<file path="src/design/ffpra_pkg.sv">
`default_nettype none
package ffpra_pkg;

  localparam int PAGE_COUNT = 1024;
  localparam int IDX_W      = $clog2(PAGE_COUNT);
  localparam int CNT_W      = $clog2(PAGE_COUNT + 1);

  localparam logic ACT_ALLOC = 1'b0;
  localparam logic ACT_FREE  = 1'b1;

  typedef struct packed {
    logic        action;
    logic [10:0] request_count;
    logic [9:0]  page_number;
  } ffpra_in_t;

  typedef struct packed {
    logic [9:0]  run_start;
    logic        success;
    logic [31:0] allocations_made;
  } ffpra_out_t;

  typedef enum logic [2:0] {
    S_CLEAR,
    S_IDLE,
    S_ACHK,
    S_SCAN,
    S_MARK,
    S_FCHK,
    S_FWR
  } ffpra_state_t;

  // Commands from the controller to the datapath.
  typedef struct packed {
    logic load;
    logic clr_wr;
    logic scan;
    logic mark;
    logic free_rd;
    logic free_wr;
    logic emit_ok;
    logic emit_fail;
    logic emit_free;
  } ffpra_cmd_t;

  // Status from the datapath to the controller.
  typedef struct packed {
    logic clr_last;
    logic want_bad;
    logic page_bad;
    logic hit;
    logic scan_miss;
    logic mark_last;
  } ffpra_stat_t;

endpackage
`default_nettype wire

</file>
<file path="src/design/ffpra_ram.sv">
`default_nettype none
module ffpra_ram #(
  parameter int WIDTH = 1,
  parameter int DEPTH = 1024
) (
  input  wire logic                     clk,
  input  wire logic                     wr_en,
  input  wire logic [$clog2(DEPTH)-1:0] wr_addr,
  input  wire logic [WIDTH-1:0]         wr_data,
  input  wire logic                     rd_en,
  input  wire logic [$clog2(DEPTH)-1:0] rd_addr,
  output logic      [WIDTH-1:0]         rd_data
);

  logic [WIDTH-1:0] mem [DEPTH];
  logic [WIDTH-1:0] rd_data_r;

  always_ff @(posedge clk) begin
    if (wr_en) begin
      mem[wr_addr] <= wr_data;
    end
    if (rd_en) begin
      rd_data_r <= mem[rd_addr];
    end
  end

  assign rd_data = rd_data_r;

endmodule
`default_nettype wire

</file>
<file path="src/design/ffpra_ctrl.sv">
`default_nettype none
module ffpra_ctrl (
  input  wire logic               clk,
  input  wire logic               rst_n,
  input  wire logic               start,
  input  wire logic               req_action,
  input  wire ffpra_pkg::ffpra_stat_t stat,
  output ffpra_pkg::ffpra_cmd_t   cmd,
  output logic                    busy
);
  import ffpra_pkg::*;

  ffpra_state_t state_r, state_nxt;

  always_ff @(posedge clk) begin
    if (!rst_n) begin
      state_r <= S_CLEAR;
    end else begin
      state_r <= state_nxt;
    end
  end

  always_comb begin
    state_nxt = state_r;
    case (state_r)
      S_CLEAR: begin
        if (stat.clr_last) state_nxt = S_IDLE;
      end
      S_IDLE: begin
        if (start) state_nxt = (req_action == ACT_FREE) ? S_FCHK : S_ACHK;
      end
      S_ACHK: begin
        state_nxt = stat.want_bad ? S_IDLE : S_SCAN;
      end
      S_SCAN: begin
        if (stat.hit) begin
          state_nxt = S_MARK;
        end else if (stat.scan_miss) begin
          state_nxt = S_IDLE;
        end
      end
      S_MARK: begin
        if (stat.mark_last) state_nxt = S_IDLE;
      end
      S_FCHK: begin
        state_nxt = stat.page_bad ? S_IDLE : S_FWR;
      end
      S_FWR: begin
        state_nxt = S_IDLE;
      end
      default: begin
        state_nxt = S_CLEAR;
      end
    endcase
  end

  always_comb begin
    cmd  = '0;
    busy = 1'b1;
    case (state_r)
      S_CLEAR: begin
        cmd.clr_wr = 1'b1;
      end
      S_IDLE: begin
        busy     = 1'b0;
        cmd.load = start;
      end
      S_ACHK: begin
        cmd.emit_fail = stat.want_bad;
      end
      S_SCAN: begin
        cmd.scan      = 1'b1;
        cmd.emit_fail = stat.scan_miss && !stat.hit;
      end
      S_MARK: begin
        cmd.mark    = 1'b1;
        cmd.emit_ok = stat.mark_last;
      end
      S_FCHK: begin
        cmd.emit_fail = stat.page_bad;
        cmd.free_rd   = !stat.page_bad;
      end
      S_FWR: begin
        cmd.free_wr   = 1'b1;
        cmd.emit_free = 1'b1;
      end
      default: begin
        cmd = '0;
      end
    endcase
  end

endmodule
`default_nettype wire

</file>
<file path="src/design/ffpra_dpath.sv">
`default_nettype none
module ffpra_dpath (
  input  wire logic                  clk,
  input  wire logic                  rst_n,
  input  wire ffpra_pkg::ffpra_in_t  in_request,
  input  wire ffpra_pkg::ffpra_cmd_t cmd,
  output ffpra_pkg::ffpra_stat_t     stat,
  output logic                       out_valid,
  output ffpra_pkg::ffpra_out_t      out_result
);
  import ffpra_pkg::*;

  ffpra_in_t         req_r;
  logic [CNT_W-1:0]  addr_r;
  logic              chk_vld_r;
  logic [IDX_W-1:0]  chk_idx_r;
  logic [CNT_W-1:0]  run_len_r;
  logic [IDX_W-1:0]  start_r;
  logic [IDX_W-1:0]  end_r;
  logic [31:0]       alloc_cnt_r;
  logic              out_valid_r;
  ffpra_out_t        out_r;

  logic              issue;
  logic              rd_en;
  logic [IDX_W-1:0]  rd_addr;
  logic              wr_en;
  logic [IDX_W-1:0]  wr_addr;
  logic              wr_data;
  logic              rd_data;
  logic [CNT_W-1:0]  run_inc;
  logic [CNT_W-1:0]  hit_start;

  ffpra_ram #(
    .WIDTH(1),
    .DEPTH(PAGE_COUNT)
  ) u_map (
    .clk    (clk),
    .wr_en  (wr_en),
    .wr_addr(wr_addr),
    .wr_data(wr_data),
    .rd_en  (rd_en),
    .rd_addr(rd_addr),
    .rd_data(rd_data)
  );

  // A read goes out each scan cycle until the address runs past the map.
  assign issue   = cmd.scan && (addr_r < CNT_W'(PAGE_COUNT));
  assign rd_en   = issue || cmd.free_rd;
  assign rd_addr = cmd.free_rd ? IDX_W'(req_r.page_number) : addr_r[IDX_W-1:0];
  assign wr_en   = cmd.clr_wr || cmd.mark || cmd.free_wr;
  assign wr_addr = cmd.free_wr ? IDX_W'(req_r.page_number) : addr_r[IDX_W-1:0];
  assign wr_data = cmd.mark;

  assign run_inc   = run_len_r + CNT_W'(1);
  assign hit_start = CNT_W'(chk_idx_r) + CNT_W'(1) - CNT_W'(req_r.request_count);

  always_comb begin
    stat.clr_last  = (addr_r == CNT_W'(PAGE_COUNT - 1));
    stat.want_bad  = (req_r.request_count == 11'd0) ||
                     (32'(req_r.request_count) > 32'(PAGE_COUNT));
    stat.page_bad  = (32'(req_r.page_number) >= 32'(PAGE_COUNT));
    stat.hit       = chk_vld_r && !rd_data &&
                     (32'(run_inc) == 32'(req_r.request_count));
    stat.scan_miss = chk_vld_r && (chk_idx_r == IDX_W'(PAGE_COUNT - 1));
    stat.mark_last = (addr_r[IDX_W-1:0] == end_r);
  end

  always_ff @(posedge clk) begin
    if (!rst_n) begin
      addr_r      <= '0;
      chk_vld_r   <= 1'b0;
      run_len_r   <= '0;
      alloc_cnt_r <= '0;
      out_valid_r <= 1'b0;
    end else begin
      out_valid_r <= cmd.emit_ok || cmd.emit_fail || cmd.emit_free;
      chk_vld_r   <= issue && !stat.hit;
      if (cmd.load) begin
        addr_r    <= '0;
        run_len_r <= '0;
      end else if (cmd.clr_wr || cmd.mark) begin
        addr_r <= addr_r + CNT_W'(1);
      end else if (cmd.scan) begin
        if (stat.hit) begin
          addr_r <= hit_start;
        end else if (issue) begin
          addr_r <= addr_r + CNT_W'(1);
        end
        if (chk_vld_r) begin
          run_len_r <= rd_data ? '0 : run_inc;
        end
      end
      if (cmd.emit_ok) begin
        alloc_cnt_r <= alloc_cnt_r + 32'd1;
      end
    end
  end

  always_ff @(posedge clk) begin
    if (cmd.load) begin
      req_r <= in_request;
    end
    if (issue) begin
      chk_idx_r <= addr_r[IDX_W-1:0];
    end
    if (cmd.scan && stat.hit) begin
      start_r <= hit_start[IDX_W-1:0];
      end_r   <= chk_idx_r;
    end
    if (cmd.emit_ok) begin
      out_r.run_start        <= 10'(start_r);
      out_r.success          <= 1'b1;
      out_r.allocations_made <= alloc_cnt_r + 32'd1;
    end else if (cmd.emit_free) begin
      out_r.run_start        <= '0;
      out_r.success          <= rd_data;
      out_r.allocations_made <= alloc_cnt_r;
    end else if (cmd.emit_fail) begin
      out_r.run_start        <= '0;
      out_r.success          <= 1'b0;
      out_r.allocations_made <= alloc_cnt_r;
    end
  end

  assign out_valid  = out_valid_r;
  assign out_result = out_r;

endmodule
`default_nettype wire

</file>
<file path="src/design/first_fit_page_run_allocator.sv">
`default_nettype none
// First-fit page run allocator over a 1024-page used map held in a RAM.
// A request is taken on a rising edge where start is high and busy is low;
// in_request carries the action (allocate a run or free one page), the
// wanted run length and the page to free. Every request gives exactly one
// result, shown on out_result for a single cycle with out_valid high. The
// receiver cannot stall, so a result is simply taken in that cycle.
// An allocate scans the map from page 0, one page per cycle, through the
// single RAM read port, then writes the found run one page per cycle; a bad
// length fails at the length check, before any scan. A free takes the request,
// reads the bit and clears it. The result is registered and appears in the
// cycle after the last step, and the block works on one request at a time.
// After reset the block writes zero to every map entry, with busy high, before
// it takes its first request; the allocation counter is cleared at once.
module first_fit_page_run_allocator (
  input  wire logic                  clk,
  input  wire logic                  rst_n,
  input  wire logic                  start,
  input  wire ffpra_pkg::ffpra_in_t  in_request,
  output logic                       busy,
  output logic                       out_valid,
  output ffpra_pkg::ffpra_out_t      out_result
);
  import ffpra_pkg::*;

  ffpra_cmd_t  cmd;
  ffpra_stat_t stat;

  // The controller sequences clear, scan, mark and free steps.
  ffpra_ctrl u_ctrl (
    .clk       (clk),
    .rst_n     (rst_n),
    .start     (start),
    .req_action(in_request.action),
    .stat      (stat),
    .cmd       (cmd),
    .busy      (busy)
  );

  // The datapath holds the map RAM, the scan counters and the result register.
  ffpra_dpath u_dpath (
    .clk       (clk),
    .rst_n     (rst_n),
    .in_request(in_request),
    .cmd       (cmd),
    .stat      (stat),
    .out_valid (out_valid),
    .out_result(out_result)
  );

endmodule
`default_nettype wire
</file>
<file path="config.mk">
export PLATFORM = sky130hd
export DESIGN_NAME = first_fit_page_run_allocator
export DESIGN_NICKNAME = d
export VERILOG_FILES = /design/src/design/ffpra_pkg.sv /design/src/design/ffpra_ram.sv /design/src/design/ffpra_ctrl.sv /design/src/design/ffpra_dpath.sv /design/src/design/first_fit_page_run_allocator.sv
export SDC_FILE = /design/constraint.sdc
export NUM_CORES = 2
export LEC_CHECK = 0
export BUFFER_PORTS_ARGS = -buffer_cell sky130_fd_sc_hd__buf_2
export CAP_MARGIN = 20
export CORE_MARGIN = 4
export CORE_UTILIZATION = 25
export DETAILED_ROUTE_END_ITERATION = 8
export GPL_ROUTABILITY_DRIVEN = 1
export MAX_ROUTING_LAYER = met4
export PLACE_DENSITY_LB_ADDON = 0.2
export SETUP_SLACK_MARGIN = 0.15
export SKIP_LAST_GASP = 1
export SLEW_MARGIN = 0
export SYNTH_ARGS = -nofsm -noshare
export SYNTH_HDL_FRONTEND = slang
export SYNTH_SLANG_ARGS = --single-unit
</file>
<file path="constraint.sdc">
create_clock -name clk -period 25.3 [get_ports clk]
set_input_delay 0 -clock clk [delete_from_list [all_inputs] [get_ports clk]]
set_output_delay 0 -clock clk [all_outputs]
set_load 0.02 [all_outputs]
</file>
==> flow_summary.json <==
{
  "cp-startpoint": "u_ctrl.state_r[0]",
  "drt_drc_violations_left": 0,
  "setup_slack_ps": 19090,
  "crit_type": "reg2reg",
  "timing.rr.start": "u_ctrl.state_r[0]",
  "gp_congestion": 0.805,
  "synth.area.top_cells": "edfxtp_1 (64%), nor2_1 (8.1%), nand2_1 (4.7%)",
  "htree_levels": 4,
  "hp-class": "in2reg",
  "final_area_sq_um": 60600,
  "dp_slack_ps": 19070,
  "layout_commonest_cell": "nor2_1",
  "grt_antenna_before_repair": 9,
  "clk_latency_ps": 780,
  "critPathCapture": "u_dpath.u_map.rd_data",
  "top_layer_used": "met4",
  "cts_buffers": 139,
  "synth-seq-area-share": 0.667,
  "wl_met2_mm": 86.0,
  "synth_top_cell_by_area": "edfxtp_1",
  "grt_util_all_layers": 0.172,
  "root_buffer": "clkbuf_16",
  "start_util": 0.251,
  "ir_drop_mv": 0.0627,
  "pwr_density_cell_nw_per_um2": 90.7,
  "first_iter_violations": 3891,
  "cts_resized": 0,
  "synth_cell_types": 75,
  "hold_depth": 5,
  "setup_tns_ps": 0,
  "antenna_left": 0,
  "fin_crit_ps": 6210,
  "start_kind": "register",
  "vias_per_cell": 4.86,
  "grt_pass1_wl_mm": 261,
  "worstPathRequired_ps": 25780,
  "num_io_pins": 70,
  "syn-mean-instance-area_sq_um": 11.7,
  "synth-edff-count": 1118,
  "synthCells": 4438,
  "synth_top_area_frac": 0.644,
  "worst_clock_skew_ps": 28.2,
  "core-area_sq_um": 207000,
  "ys_seq_elements": 1178,
  "drv_cap": 0,
  "grt_max_degree": 227,
  "clk_pin_slew_ps": 60,
  "rows": 167,
  "numPortBuffers": 69,
  "wl_met3_mm": 13.1,
  "min_period_over_period": 0.245,
  "worstPathArrival_ps": 6690,
  "chipHeight_um": 465,
  "postCtsSetupBuffers": 0,
  "leakagePower_nw": 19.3,
  "reg2reg_to": "u_dpath.u_map.rd_data",
  "hpwlAfterDp_mm": 99.5,
  "hold_viol": 0,
  "drt-total-wl_mm": 185,
  "first_global_vias": 34272,
  "cts_hold_buf": 47,
  "rsz0062_at_grt": "false",
  "dieWidth_um": 465,
  "synth_ff_type": "edfxtp_1",
  "numClockSinks": 1178,
  "status": "finished clean",
  "crit_path_end_kind": "register",
  "slew_headroom": 0.210,
  "dpl_cell_area_sq_um": 55700,
  "ys_warn_count": 0,
  "num-nets-final": 4497,
  "final_max_slew_viol_count": 0,
  "async_flop_share": 0,
  "r2r.worst_path.cells": 11,
  "critPathMaxFanout": 93,
  "overflow": 0,
  "first_pass_iters": 6,
  "cts_tree": "done",
  "cts.path.max_buffers": 3,
  "r2r_slack_ps": 19090,
  "die-area_sq_um": 216000,
  "max_slew.worst_pin.slew_ps": 1180,
  "synth_fp_nets": 4486,
  "setup_violations": 0,
  "wl_met1_mm": 81.3,
  "vias": 35679,
  "drive_above_1_share": 0.118,
  "area_growth_pct": 16.2,
  "final_cell_mix": "nor2_1 (1125), edfxtp_1 (1118), nand2_1 (631)",
  "netlist_area_sq_um": 52100,
  "timing.fmax_ghz": 0.161,
  "routedWlPerCell_um": 25.2
}
## report_power, final
part / internal (W) / switching (W) / total, W
Clock: 0.00111 / 0.000833 / 0.00194
Sequential: 0.00235 / 0.0000258 / 0.00237
Combinational: 0.000317 / 0.000868 / 0.00118
Total: 0.00377 / 0.00173 / 0.00550
## routing by layer
layer  up-vias  global-route usage
li1      15706                   -
met1     18551               0.229
met2      1179               0.267
met3       243              0.0336
met4         0              0.0456
met5         -                   -
## state kept, by name (all words and copies together), names as in the netlist, 3 cells and up
name / cells
u_dpath.run_len_r: 11
u_dpath.u_map.mem: 1024
u_ctrl.state_r: 3
u_dpath.end_r: 10
u_dpath.req_r: 21
u_dpath.alloc_cnt_r: 32
u_dpath.out_result: 43
u_dpath.addr_r: 11
u_dpath.chk_idx_r: 10
u_dpath.start_r: 10
## through the flow
stage / cells / hold WS (ps) / total power, W / util
2_1_floorplan: 4438 / 98.9 / 0.00338 / -
3_3_place_gp: 7037 / 178 / 0.00359 / 0.268
3_5_place_dp: 7045 / 180 / 0.00360 / 0.269
4_1_cts: 7333 / 228 / 0.00555 / 0.292
5_1_grt: 7339 / 284 / 0.00570 / 0.292
6_report: 7339 / 284 / 0.00550 / 0.292
## how the worst min path moves through the flow
stage,slack [ps],to,start
6_report,280,u_ctrl.state_r[2],in_request[21]
2_1_floorplan,100,u_dpath.req_r[0],in_request[0]
5_1_grt,280,u_ctrl.state_r[2],in_request[21]
3_3_place_gp,180,u_dpath.req_r[10],in_request[10]
4_1_cts,230,u_ctrl.state_r[2],in_request[21]
3_5_place_dp,180,u_dpath.req_r[7],in_request[7]
## cell usage after synthesis, types with 37 or more instances
cell,n
mux4_2,87
and2_1,39
a31oi_1,52
clkbuf_1,239
a21oi_1,61
dfxtp_1,60
edfxtp_1,1118
nand2_1,658
nand4_1,51
nand3_1,250
nor2_1,1130
buf_2,60
mux2i_1,92
xnor2_1,49
inv_1,37
## critical path: stages, from the launching register on
cell and delay (ps):
dfxtp_1 820, and3b_1 810, mux2i_4 370, buf_12 580
buf_4 650, buf_4 620, mux4_2 570, o211ai_1 310
o21ai_0 170, or4_1 540, a41oi_1 220, o221ai_1 150
## area by class of cell
cell class	count	area (sq um)
Antenna cell	2	5.00
Clock inverter	66	603
Clock buffer	175	3690
Inverter	37	139
Timing Repair Buffer	226	1940
Multi-Input combinational cell	2867	16000
Fill cell	21572	147000
Tap cell	2788	3490
Sequential cell	1178	34800
## cells by family (layout without fill, tap and decap cells)
group / after synthesis / count (layout) / share of synthesized area
flops: 1178 / 1178 / 0.667
compound gates: 285 / 285 / 0.0369
other cells: 0 / 2 / 0
simple gates: 2294 / 2294 / 0.184
xor+xnor: 68 / 68 / 0.0117
fa+ha+maj: 23 / 23 / 0.00566
mux: 197 / 197 / 0.0611
buf+inv: 393 / 504 / 0.0337
Power figures use the tool's default switching activity.
